[src/rtl/core/asgs_pkg.sv]
`timescale 1ns / 1ps
package asgs_pkg;

  localparam int SAMPLE_W       = 16;
  localparam int GAIN_W         = 16;
  localparam int GAIN_FRAC_BITS = 12;
  localparam int SUM_W          = SAMPLE_W + 2;
  localparam int PROD_W         = SAMPLE_W + GAIN_W + 1;
  localparam int RND_W          = PROD_W - GAIN_FRAC_BITS;

  localparam int QDEPTH = 4;
  localparam int QPTR_W = $clog2(QDEPTH);
  localparam int QCNT_W = $clog2(QDEPTH + 1);

  localparam int PADDR_W = 3;

  localparam logic [GAIN_W-1:0] GAIN_RESET = GAIN_W'(4096);

  localparam logic [0:0] REG_GAIN = 1'b0;

  typedef struct packed {
    logic signed [SAMPLE_W-1:0] value;
    logic                       last;
  } entry_t;

  typedef struct packed {
    logic [1:0] n;
    entry_t     e0;
    entry_t     e1;
  } push_t;

  typedef struct packed {
    logic [QCNT_W-1:0] count;
    logic              not_empty;
  } qstat_t;

endpackage

[src/rtl/core/audio_smooth_gain_saturate.sv]
`timescale 1ns / 1ps
// pipeline: a result passes the queue, the multiplier register and the output register;
//   smoothing needs one sample of lookahead, so a sample's result follows the next transfer
// throughput: one input transfer and one result per cycle while out_stall is low; the
//   back end multiplier is pipelined, and a block end queues two results, which stalls
//   input while fewer than two queue slots are free
// reset: synchronous, clears filter state and queue, gain returns to unity (4096)
module audio_smooth_gain_saturate import asgs_pkg::*; (
  input  logic                       clk,
  input  logic                       rst,
  input  logic                       in_valid,
  output logic                       in_stall,
  input  logic signed [SAMPLE_W-1:0] sample_in,
  input  logic                       block_end,
  output logic                       out_valid,
  input  logic                       out_stall,
  output logic signed [SAMPLE_W-1:0] sample_out,
  output logic                       block_end_out,
  input  logic                       psel,
  input  logic                       penable,
  input  logic                       pwrite,
  input  logic [PADDR_W-1:0]         paddr,
  input  logic [31:0]                pwdata,
  output logic [31:0]                prdata,
  output logic                       pready
);

  logic [GAIN_W-1:0] gain_q12;
  push_t             push;
  qstat_t            qstat;
  entry_t            head;
  logic              pop;

  assign pready = 1'b1;
  assign prdata = (paddr[2:2] == REG_GAIN) ? 32'(gain_q12) : '0;

  always_ff @(posedge clk) begin
    if (rst) begin
      gain_q12 <= GAIN_RESET;
    end else if (psel && penable && pwrite && pready && paddr[2:2] == REG_GAIN) begin
      gain_q12 <= pwdata[GAIN_W-1:0];
    end
  end

  asgs_front u_front (
    .clk       (clk),
    .rst       (rst),
    .in_valid  (in_valid),
    .in_stall  (in_stall),
    .sample_in (sample_in),
    .block_end (block_end),
    .qstat     (qstat),
    .push      (push)
  );

  asgs_queue u_queue (
    .clk   (clk),
    .rst   (rst),
    .push  (push),
    .pop   (pop),
    .head  (head),
    .qstat (qstat)
  );

  asgs_back u_back (
    .clk           (clk),
    .rst           (rst),
    .gain          (gain_q12),
    .head          (head),
    .qstat         (qstat),
    .pop           (pop),
    .out_valid     (out_valid),
    .out_stall     (out_stall),
    .sample_out    (sample_out),
    .block_end_out (block_end_out)
  );

  a_queue_bound: assert property (@(posedge clk) disable iff (rst)
    qstat.count <= QCNT_W'(QDEPTH))
    else $error("queue count above depth");

  a_no_pop_empty: assert property (@(posedge clk) disable iff (rst)
    !(pop && !qstat.not_empty))
    else $error("pop from empty queue");

  a_end_queues: assert property (@(posedge clk) disable iff (rst)
    in_valid && !in_stall && block_end |=> qstat.not_empty)
    else $error("block end transfer queued nothing");

endmodule

[src/rtl/core/asgs_front.sv]
`timescale 1ns / 1ps
module asgs_front import asgs_pkg::*; (
  input  logic                       clk,
  input  logic                       rst,
  input  logic                       in_valid,
  output logic                       in_stall,
  input  logic signed [SAMPLE_W-1:0] sample_in,
  input  logic                       block_end,
  input  qstat_t                     qstat,
  output push_t                      push
);

  logic signed [SAMPLE_W-1:0] prev_smoothed;
  logic signed [SAMPLE_W-1:0] held_sample;
  logic                       holding;
  logic                       held_is_first;

  logic                       accept;
  logic signed [SUM_W-1:0]    sum;
  logic signed [SAMPLE_W-1:0] v;

  // two free slots needed, a block end may produce two results
  assign in_stall = qstat.count > QCNT_W'(QDEPTH - 2);
  assign accept   = in_valid && !in_stall;

  // floor((p + 2c + n) / 4) by arithmetic shift
  assign sum = SUM_W'(prev_smoothed) + {held_sample[SAMPLE_W-1], held_sample, 1'b0}
             + SUM_W'(sample_in);
  assign v   = held_is_first ? held_sample : sum[SUM_W-1:2];

  always_comb begin
    push          = '0;
    push.e0.value = v;
    push.e0.last  = 1'b0;
    push.e1.value = sample_in;
    push.e1.last  = 1'b1;
    if (accept) begin
      if (!holding) begin
        if (block_end) begin
          push.n        = 2'd1;
          push.e0.value = sample_in;
          push.e0.last  = 1'b1;
        end
      end else begin
        push.n = block_end ? 2'd2 : 2'd1;
      end
    end
  end

  always_ff @(posedge clk) begin
    if (rst) begin
      prev_smoothed <= '0;
      held_sample   <= '0;
      holding       <= 1'b0;
      held_is_first <= 1'b1;
    end else if (accept) begin
      if (!holding) begin
        held_is_first <= 1'b1;
        if (!block_end) begin
          held_sample <= sample_in;
          holding     <= 1'b1;
        end
      end else begin
        prev_smoothed <= v;
        if (block_end) begin
          holding       <= 1'b0;
          held_is_first <= 1'b1;
        end else begin
          held_sample   <= sample_in;
          held_is_first <= 1'b0;
        end
      end
    end
  end

endmodule

[src/rtl/core/asgs_queue.sv]
`timescale 1ns / 1ps
module asgs_queue import asgs_pkg::*; (
  input  logic   clk,
  input  logic   rst,
  input  push_t  push,
  input  logic   pop,
  output entry_t head,
  output qstat_t qstat
);

  entry_t            mem [QDEPTH];
  logic [QPTR_W-1:0] wr_ptr;
  logic [QPTR_W-1:0] rd_ptr;
  logic [QCNT_W-1:0] count;
  logic [QPTR_W-1:0] wr_ptr1;

  assign wr_ptr1         = wr_ptr + QPTR_W'(1);
  assign head            = mem[rd_ptr];
  assign qstat.count     = count;
  assign qstat.not_empty = count != '0;

  always_ff @(posedge clk) begin
    if (push.n != 2'd0) begin
      mem[wr_ptr] <= push.e0;
    end
    if (push.n == 2'd2) begin
      mem[wr_ptr1] <= push.e1;
    end
  end

  always_ff @(posedge clk) begin
    if (rst) begin
      wr_ptr <= '0;
      rd_ptr <= '0;
      count  <= '0;
    end else begin
      wr_ptr <= wr_ptr + QPTR_W'(push.n);
      if (pop) begin
        rd_ptr <= rd_ptr + QPTR_W'(1);
      end
      count <= count + QCNT_W'(push.n) - QCNT_W'(pop);
    end
  end

endmodule

[src/rtl/core/asgs_back.sv]
`timescale 1ns / 1ps
module asgs_back import asgs_pkg::*; (
  input  logic                       clk,
  input  logic                       rst,
  input  logic [GAIN_W-1:0]          gain,
  input  entry_t                     head,
  input  qstat_t                     qstat,
  output logic                       pop,
  output logic                       out_valid,
  input  logic                       out_stall,
  output logic signed [SAMPLE_W-1:0] sample_out,
  output logic                       block_end_out
);

  logic                     m_valid;
  logic signed [PROD_W-1:0] m_prod;
  logic                     m_last;

  logic                     out_load;
  logic                     m_load;
  logic signed [GAIN_W:0]   gain_s;
  logic                     neg;
  logic [PROD_W-1:0]        mag;
  logic [PROD_W-1:0]        rsum;
  logic [RND_W-1:0]         r;
  logic signed [SAMPLE_W-1:0] sat;

  assign out_load = !out_valid || !out_stall;
  assign m_load   = !m_valid || out_load;
  assign pop      = m_load && qstat.not_empty;
  assign gain_s   = {1'b0, gain};

  // round half away from zero on the magnitude, then saturate
  assign neg  = m_prod[PROD_W-1];
  assign mag  = neg ? PROD_W'(-m_prod) : PROD_W'(m_prod);
  assign rsum = mag + (PROD_W'(1) << (GAIN_FRAC_BITS - 1));
  assign r    = rsum[PROD_W-1:GAIN_FRAC_BITS];

  always_comb begin
    if (neg) begin
      sat = (r > RND_W'(32768)) ? SAMPLE_W'(-32768) : SAMPLE_W'(-r);
    end else begin
      sat = (r > RND_W'(32767)) ? SAMPLE_W'(32767) : SAMPLE_W'(r);
    end
  end

  always_ff @(posedge clk) begin
    if (m_load) begin
      m_prod <= PROD_W'(head.value) * PROD_W'(gain_s);
      m_last <= head.last;
    end
    if (out_load && m_valid) begin
      sample_out    <= sat;
      block_end_out <= m_last;
    end
  end

  always_ff @(posedge clk) begin
    if (rst) begin
      m_valid   <= 1'b0;
      out_valid <= 1'b0;
    end else begin
      if (m_load) begin
        m_valid <= qstat.not_empty;
      end
      if (out_load) begin
        out_valid <= m_valid;
      end
    end
  end

endmodule
[config.mk]
export PLATFORM = sky130hd
export DESIGN_NAME = audio_smooth_gain_saturate
export DESIGN_NICKNAME = d
export VERILOG_FILES = /design/src/rtl/core/asgs_pkg.sv /design/src/rtl/core/audio_smooth_gain_saturate.sv /design/src/rtl/core/asgs_front.sv /design/src/rtl/core/asgs_queue.sv /design/src/rtl/core/asgs_back.sv
export SDC_FILE = /design/constraint.sdc
export NUM_CORES = 1
export LEC_CHECK = 0
export BUFFER_PORTS_ARGS = -buffer_cell sky130_fd_sc_hd__buf_2
export CAP_MARGIN = 5
export CORE_MARGIN = 2
export CORE_UTILIZATION = 30
export DETAILED_ROUTE_END_ITERATION = 8
export HOLD_SLACK_MARGIN = 0.03
export PLACE_DENSITY = 0.45
export SLEW_MARGIN = 20
export SYNTH_ARGS = -nofsm -noshare
export SYNTH_HDL_FRONTEND = slang
export SYNTH_SLANG_ARGS = --single-unit
[constraint.sdc]
create_clock -name clk -period 21.1 [get_ports clk]
set_input_delay 1.055 -clock clk [delete_from_list [all_inputs] [get_ports clk]]
set_output_delay 1.055 -clock clk [all_outputs]
set_load 0.05 [all_outputs]
======== Word level (Yosys, flattened, before mapping) ========
Memory sizes are Yosys's and may differ from the RTL's. A register that Yosys moved wholly into a read port is not among the register bits.
Index checks and enable logic that the tools add are counted.
W data, S select, Z words.
word-level totals
  flip-flop bits (word level) ............. 110
  latch bits .............................. 0
  memory bits (writable) .................. 68
  ROM bits ................................ 0
  output and inout bits ................... 52
  word-level logic and storage cells ...... 68
  memories ................................ 1
operators by class
  add/sub/neg operators ................... 10
  multipliers ............................. 1
  divide/modulo/power cells ............... 0
  magnitude comparators ................... 3
  eq/ne operators ......................... 1
  shift operators ......................... 0
  multiplexer cells ....................... 20
  bitwise gates (word level) .............. 2
  reduce and logical (&&, ||, !) cells .... 16
memory list
  name         words  bits a word  read ports  clocked after Yosys merged registers in  write ports  RTL line          RTL
  u_queue.mem  4      17           1           1                                        2            asgs_queue.sv:11  entry_t mem [QDEPTH];
operators with widths
  kind                      number
  $mux W16                  5
  $add A33 B12 Y33 const B  1
  $mul A16 B17 Y33          1
  $mux W33                  1
  $neg A33 Y33              1
  $gt A21 B15 Y1 const B    1
  $gt A21 B16 Y1 const B    1
  $mux W19                  1
  $add A16 B17 Y18          1
  $add A18 B18 Y18          1
  $mux W18                  1
  $mux W17                  1
  $neg A16 Y16              1
  $mux W2                   4
  $mux W1                   7
  $logic_and A1 B1 Y1       6
  $add A2 B1 Y2 const B     2
  $logic_not A1 Y1          4
  $reduce_and A2 Y1         2
  $add A3 B2 Y3             1
  $gt A3 B2 Y1 const B      1
  $reduce_bool A3 Y1        1
  $sub A3 B1 Y3             1
  $add A2 B2 Y2             1
  other kinds (4)           6

======== Longest topological paths before layout ========
Gate-level depths: netlist of the first run.
  depth in word-level cells ............... 9
  mapped depth ............................ 27
  gate-level depth less buffers ........... 25

======== Cells and area by module ========
Synthesis of the first run repeated with hierarchy kept, for this count alone.
unflattened totals
  cell total of the unflattened synthesis .. 2066
  area total of the unflattened synthesis .. 20149.3 um2
modules (own cells, without submodules)
  module                      times used  cells an instance  area an instance (um2)
  asgs_back                   1           1372               12460.7
  asgs_queue                  1           211                3826.2
  asgs_front                  1           377                2880.3
  audio_smooth_gain_saturate  1           106                982.2

======== Least setup slack after synthesis of the first run ========
No wires, ideal clock.
  kind .................................... register -> register
  start point ............................. register with a tool-made name
  end point ............................... register u_back.m_prod[28], data pin
  library setup time ...................... 261 ps
  arrival ................................. 7775 ps
  path slack .............................. 13064 ps
  stages on the path, launching flop included .. 26
  period minus slack after synthesis ...... 8036 ps
  cells stage by stage .................... dfxtp_1 -> clkbuf_1 -> clkbuf_1 -> mux4_2 -> clkbuf_1 -> nand2_1 -> fa_1 -> fa_1 -> inv_1 -> fa_1 -> fa_1 -> fa_1 -> inv_1 -> fa_1 -> inv_1 -> ha_1 -> a21o_1 -> a21oi_1 -> nor2b_1 -> or2_2 -> or3b_2 -> a41oi_1 -> o41ai_1 -> a21oi_1 -> nor3_1 -> a311o_1
RTL lines
  element               RTL line         RTL
  to (signal assigned)  asgs_back.sv:49  m_prod <= PROD_W'(head.value) * PROD_W'(gain_s);
  to (decl)             asgs_back.sv:16  logic signed [PROD_W-1:0] m_prod;

==> results of run 1 <==
==> flip-flops by register name, summed over array words and instances (netlist names), named ones only <==
register,flops
u_queue.wr_ptr,2
u_front.prev_smoothed,16
u_queue.count,3
u_front.holding,1
u_back.sample_out,16
u_back.m_last,1
u_queue.rd_ptr,2
u_back.out_valid,1
u_back.m_prod,33
u_front.held_sample,16
u_front.held_is_first,1
gain_q12,16
u_back.block_end_out,1
u_queue.mem,68
u_back.m_valid,1
==> worst max-delay path: cells and delay by family (launching register included) <==
family | cells | cell delay [ns]
flip-flops | 1 | 0.98
buffers and inverters | 3 | 0.36
AND/OR/NAND/NOR | 5 | 1.06
AO/OA/AOI/OAI | 7 | 1.76
multiplexers | 1 | 0.41
adder cells (fa/ha/maj) | 7 | 3.54
==> layout by cell type, fill, tap and decap left out, types with 8 or more instances in the layout <==
cell type / n
nand2_1: 312
inv_1: 279
fa_1: 212
ha_1: 147
nor2_1: 120
edfxtp_1: 115
and2_1: 114
a21oi_1: 86
buf_2: 75
dfxtp_1: 64
o21ai_0: 63
xnor2_1: 54
nor3_1: 41
a22o_1: 38
nor2b_1: 30
xor2_1: 30
nand3_1: 25
a211oi_1: 25
nand2b_1: 22
a21o_1: 20
clkbuf_16: 19
buf_4: 19
conb_1: 17
mux4_2: 16
a31oi_1: 15
or3_1: 15
mux2i_1: 12
o31ai_1: 9
nand4_1: 9
or2_2: 8
o41ai_1: 8
o211ai_1: 8
==> metrics by stage <==
stage | std cells | setup slack, ns | hold WS [ns] | area, sq um
2_1_floorplan | 2171 | 13.06 | 0.4003 | 19780
3_3_place_gp | 3012 | 12.68 | 0.4120 | 20880
3_5_place_dp | 3012 | 12.68 | 0.4105 | 20880
4_1_cts | 3044 | 12.64 | 0.4292 | 21490
5_1_grt | 3044 | 12.33 | 0.4507 | 21500
6_report | 3045 | 12.73 | 0.4291 | 21500
==> final cells by class <==
class,count,area (sq um)
diodes,1,2.502
clock buffers,20,479.2
clock inverters,12,130.1
fillers,6860,43890
inverters,280,1051
multi-input cells,1594,13490
flip-flops and latches,180,4756
well taps,864,1081
repair buffers,94,518.0
==> report_power, final <==
part / internal (mW) / total [mW] / switching, mW
registers: 0.491 / 0.569 / 0.0776
logic: 0.684 / 1.76 / 1.08
clock network: 0.171 / 0.333 / 0.161
==> path summary, 6_finish.rpt <==
path,start,depth (start not counted),to
worst max-delay path,register,23,u_back.m_prod[28]
worst min register to register,u_back.m_last,0,u_back.block_end_out
worst min-delay path,u_back.m_last,0,u_back.block_end_out
worst max register to register,register,23,u_back.m_prod[28]
==> cell families (layout without fill, tap and decap cells) <==
group / after synthesis / count (layout) / synth area share
AOI/OAI and AO/OA: 348 / 348 / 0.1192
xor gates and xnor gates: 85 / 85 / 0.03812
adders and majority gates: 359 / 359 / 0.3084
DFF: 180 / 180 / 0.2410
and+or+nand+nor: 750 / 750 / 0.1848
buffers and inverters: 397 / 406 / 0.07953
other: 2 / 18 / 0.0003807
muxes: 35 / 35 / 0.02854
==> routing by layer <==
layer | global-route usage | wire length, um | vias to the layer above
met2 | 0.2773 | 26060 | 227
met4 | 0.03556 | 678 | 0
li1 | - | - | 7186
met5 | 0 | 0 | -
met1 | 0.1877 | 21890 | 7407
met3 | 0.02681 | 1686 | 46
==> results.sh, run 1 <==
export IMPL_finalCritPeriodShare=0.3965
export IMPL_rsz0062_at_grt="false"
export IMPL_grt_start_max_net_pins=54
export IMPL_cp_max_fo=18
export IMPL_crit_slowest_cell="dfxtp_1"
export IMPL_synth_common_cells="312 x nand2_1, 279 x inv_1, 212 x fa_1"
export IMPL_hold_class="reg -> reg"
export IMPL_slew_headroom=0.3098
export IMPL_drtIter0Drc=529
export IMPL_ir_drop_mv=0.06401
export IMPL_arrival_ns=8.59
export IMPL_cts_max_path_buffers=2
export IMPL_synth_cell_types=91
export IMPL_setup_viol=0
export IMPL_grt_pass1_vias=15373
export IMPL_yosys_area_top_type="fa_1"
export IMPL_synth_edf_count=115
export IMPL_core_area_sq_mm=0.06539
export IMPL_fin_crit_ns=8.367
export IMPL_cp_required_ns=21.32
export IMPL_routed_via_density=4.882
export IMPL_status="completed"
export IMPL_cp_common_cell="fa_1"
export IMPL_power_density_mw_per_mm2=123.9
export IMPL_grt_usage=0.1529
export IMPL_synth_async_sr_flop_share=0
export IMPL_post_route_util=0.3289
export IMPL_setup_tns_ns=0
export IMPL_worst_r2r_setup_slack_ns=12.73
export IMPL_cts_hold_buf=0
export IMPL_drc=0
export IMPL_start_util=0.3017
export IMPL_yosysMostFrequentCell="nand2_1"
export IMPL_gp_congestion=0.7950
export IMPL_num_rows=94
export IMPL_cts_resized_gates=0
export IMPL_finalPower_mw=2.664
export IMPL_dieArea_sq_mm=0.06783
export IMPL_num_nets_final=2585
export IMPL_io_pins=111
export IMPL_cts_made_buffers=17
export IMPL_ys_seq_area_frac=0.2410
export IMPL_power_leakage_nw=9.405
export IMPL_synth_top_area_share=0.2151
export IMPL_antenna_found_initial=0
export IMPL_max_freq_mhz=119.5
export IMPL_end_kind="register"
export IMPL_hold_violations=0
export IMPL_synth_area_sq_mm=0.01973
export IMPL_drive_above_1_share=0.08211
export IMPL_cts_tree="done"
export IMPL_max_stage_delay_ns=0.98
export IMPL_cts_sinks=180
export IMPL_cp_cell_sequence="mux2_2, o21ai_0, buf_4, nor2_1, fa_1, fa_1, fa_1, fa_1, fa_1, inv_1, fa_1, inv_1, ha_1, a21o_1, a21oi_1, nor2b_1, or2_2, or3b_2, a41oi_1, o41ai_1, a21oi_1, nor3_1, a311o_1"
export IMPL_drv_cap=0
export IMPL_critical_path_class="reg -> reg"
export IMPL_ys_flop_type="edfxtp_1"
export IMPL_synth_avg_cell_area_sq_um=9.150
export IMPL_avgRoutedWirePerCell_um=16.52
export IMPL_die_height_um=260.4
export IMPL_post_cts_buffers=0
export IMPL_wl_um=50310
export IMPL_grt_ovfl_total=0
export IMPL_root_buffer="clkbuf_16"
export IMPL_slew_viol_final=0
export IMPL_hpwl_um=39230
export IMPL_ys_top_cells_by_area="fa_1 22%, edfxtp_1 18%, ha_1 9.3%"
export IMPL_clk_latency_ns=0.49
export IMPL_grt_pass1_wl_um=81500
export IMPL_ys_ff_latch=180
export IMPL_skew_ns=0.02521
export IMPL_postRouteAntennaNets=0
export IMPL_cts_max_level=4
export IMPL_drt_pass1_iter_count=5
export IMPL_numPortBuffers=75
export IMPL_yosysWarnings=0
export IMPL_start_kind="register"
export IMPL_die_x_um=260.4
export IMPL_synthToLayoutAreaGrowth_pct=9.006
export IMPL_clk_pin_slew_ns=0.07
export IMPL_tightest_slew_ns=1.031
export IMPL_netlist_instances=2156
export IMPL_vias=14866
(Power assumes the default switching activity.)
==> inputs of run 2 (changes only) <==
PLACE_DENSITY = 0.47   (was 0.45)
clock period = 6.8 ns   (was 21.1 ns; I/O delays follow)
==> results.sh, run 2 (synthesis gave the netlist of run 1 again) <==
export IMPL_die_height_um=260.4
export IMPL_hpwl_um=41390
export IMPL_dp_slack_ns=-0.1960
export IMPL_grt_ovfl_total=0
export IMPL_core_area_sq_mm=0.06539
export IMPL_diodes=0
export IMPL_regMostFlops="u_queue.mem"
export IMPL_skew_ns=0.01857
export IMPL_end_kind="register"
export IMPL_num_nets_final=2699
export IMPL_hold_class="in -> reg"
export IMPL_rsz0062_at_grt="true"
export IMPL_tightest_slew_ns=1.011
export IMPL_max_stage_delay_ns=0.55
export IMPL_max_freq_mhz=145.9
export IMPL_dp_cells=3101
export IMPL_post_route_util=0.3491
export IMPL_hold_slack_ns=0.08951
export IMPL_cp_required_ns=7.03
export IMPL_ir_drop_mv=0.2653
export IMPL_drtIter0Drc=711
export IMPL_grt_usage=0.1577
export IMPL_gp_congestion=0.8362
export IMPL_largest_reg_flops=68
export IMPL_io_pins=111
export IMPL_slew_viol_final=0
export IMPL_start_util=0.3017
export IMPL_vias=15296
export IMPL_clk_pin_slew_ns=0.10
export IMPL_start_kind="register"
export IMPL_drv_cap=0
export IMPL_power_density_mw_per_mm2=414.9
export IMPL_cts_made_buffers=17
export IMPL_root_buffer="clkbuf_16"
export IMPL_worstHoldStart="pwdata[9]"
export IMPL_hold_violations=0
export IMPL_clk_latency_ns=0.50
export IMPL_critical_path_class="reg -> reg"
export IMPL_die_x_um=260.4
export IMPL_postRouteAntennaNets=0
export IMPL_grt_start_max_net_pins=61
export IMPL_wl_um=52550
export IMPL_cp_max_fo=8
export IMPL_top_regs="u_queue.mem x68, u_back.m_prod x33"
export IMPL_avgRoutedWirePerCell_um=16.64
export IMPL_drt_pass1_iter_count=5
export IMPL_violations="setup timing"
export IMPL_grt_pass1_wl_um=84750
export IMPL_final_common_cell="nand2_1"
export IMPL_setup_slack_ns=-0.05474
export IMPL_stdcell_area_sq_mm=0.02283
export IMPL_setup_viol=1
export IMPL_arrival_ns=7.09
export IMPL_status="complete, but fails checks"
export IMPL_cts_tree="done"
export IMPL_place_area_sq_mm=0.02167
export IMPL_routed_via_density=4.844
export IMPL_fin_crit_ns=6.855
export IMPL_synthToLayoutAreaGrowth_pct=15.72
export IMPL_finalCritPeriodShare=1.008
export IMPL_layout_cells_non_filler=3158
export IMPL_drc=0
export IMPL_drive_above_1_share=0.1504
export IMPL_grt_pass1_vias=15738
export IMPL_layout_common_cells="306 x nand2_1, 272 x inv_1, 207 x fa_1"
export IMPL_crit_slowest_cell="fa_1"
export IMPL_dieArea_sq_mm=0.06783
export IMPL_numPortBuffers=75
export IMPL_cts_max_level=4
export IMPL_power_leakage_nw=10.06
export IMPL_cp_common_cell="fa_1"
export IMPL_slew_headroom=0.3237
export IMPL_num_rows=94
export IMPL_cts_sinks=180
export IMPL_setup_tns_ns=-0.05474
export IMPL_cts_max_path_buffers=2
export IMPL_finalPower_mw=9.473
export IMPL_antenna_found_initial=0
-- run 2: cell count changes in the layout (fill, tap and decap cells not counted), sizes merged --
| cell | delta |
|---|---|
| dlygate4sd3 | +1 |
| inv | -1 |
| clkinv | +3 |
| diode | -1 |
| mux4 | +2 |
| clkbuf | -2 |
| buf | +111 |
-- run 2: path summary, 6_finish.rpt --
check	end	slack, ns	cells after the start
hold reg to reg	u_back.block_end_out	0.43	0
setup reg to reg	u_back.m_prod[28]	-0.05	26
hold / removal	gain_q12[9]	0.09	3
setup / recovery	u_back.m_prod[28]	-0.05	26
-- run 2: power by group --
| group | leakage (nW) | internal, mW | total, mW | switching, mW |
|---|---|---|---|---|
| combinational | 8.08 | 2.94 | 6.67 | 3.73 |
| clock | 0.302 | 0.521 | 1.06 | 0.542 |
| sequential | 1.68 | 1.52 | 1.74 | 0.214 |
| total | 10.1 | 4.98 | 9.47 | 4.49 |
-- run 2: routing by layer --
metal / GRT usage / vias to the layer above / wire [um]
met4: 0.03429 / 0 / 600
met2: 0.2878 / 249 / 27340
met5: 0 / - / 0
met1: 0.1976 / 7593 / 23080
li1: - / 7414 / -
met3: 0.02069 / 40 / 1536
-- run 2: timing repair --
| action | 4_1_cts | 5_1_grt |
|---|---|---|
| endpoints found under the setup margin | 8 | 11 |
| pin swaps | 23 | 40 |
| endpoints found under the hold margin | 1 | 0 |
| buffers inserted | 9 | 13 |
| hold buffers | 1 | 0 |
| resized for setup | 23 | 52 |
| gates cloned | 2 | 0 |
-- run 2: area by class of cell --
class | count | area, sq um
tap | 864 | 1081
sequential | 180 | 4756
clock inverter | 14 | 175.2
multi-input combinational | 1596 | 13800
clock buffer | 18 | 450.4
timing repair buffer | 206 | 1511
fill | 6822 | 42560
inverter | 280 | 1051
-- run 2: critical path: cells and delay by family (launching register included) --
kind,cells,cell delay (ns)
buffers and inverters,9,0.76
muxes,1,0.49
adders and majority gates,7,3.29
AOI/OAI and AO/OA,6,1.18
and+or+nand+nor,3,0.53
DFF,1,0.33
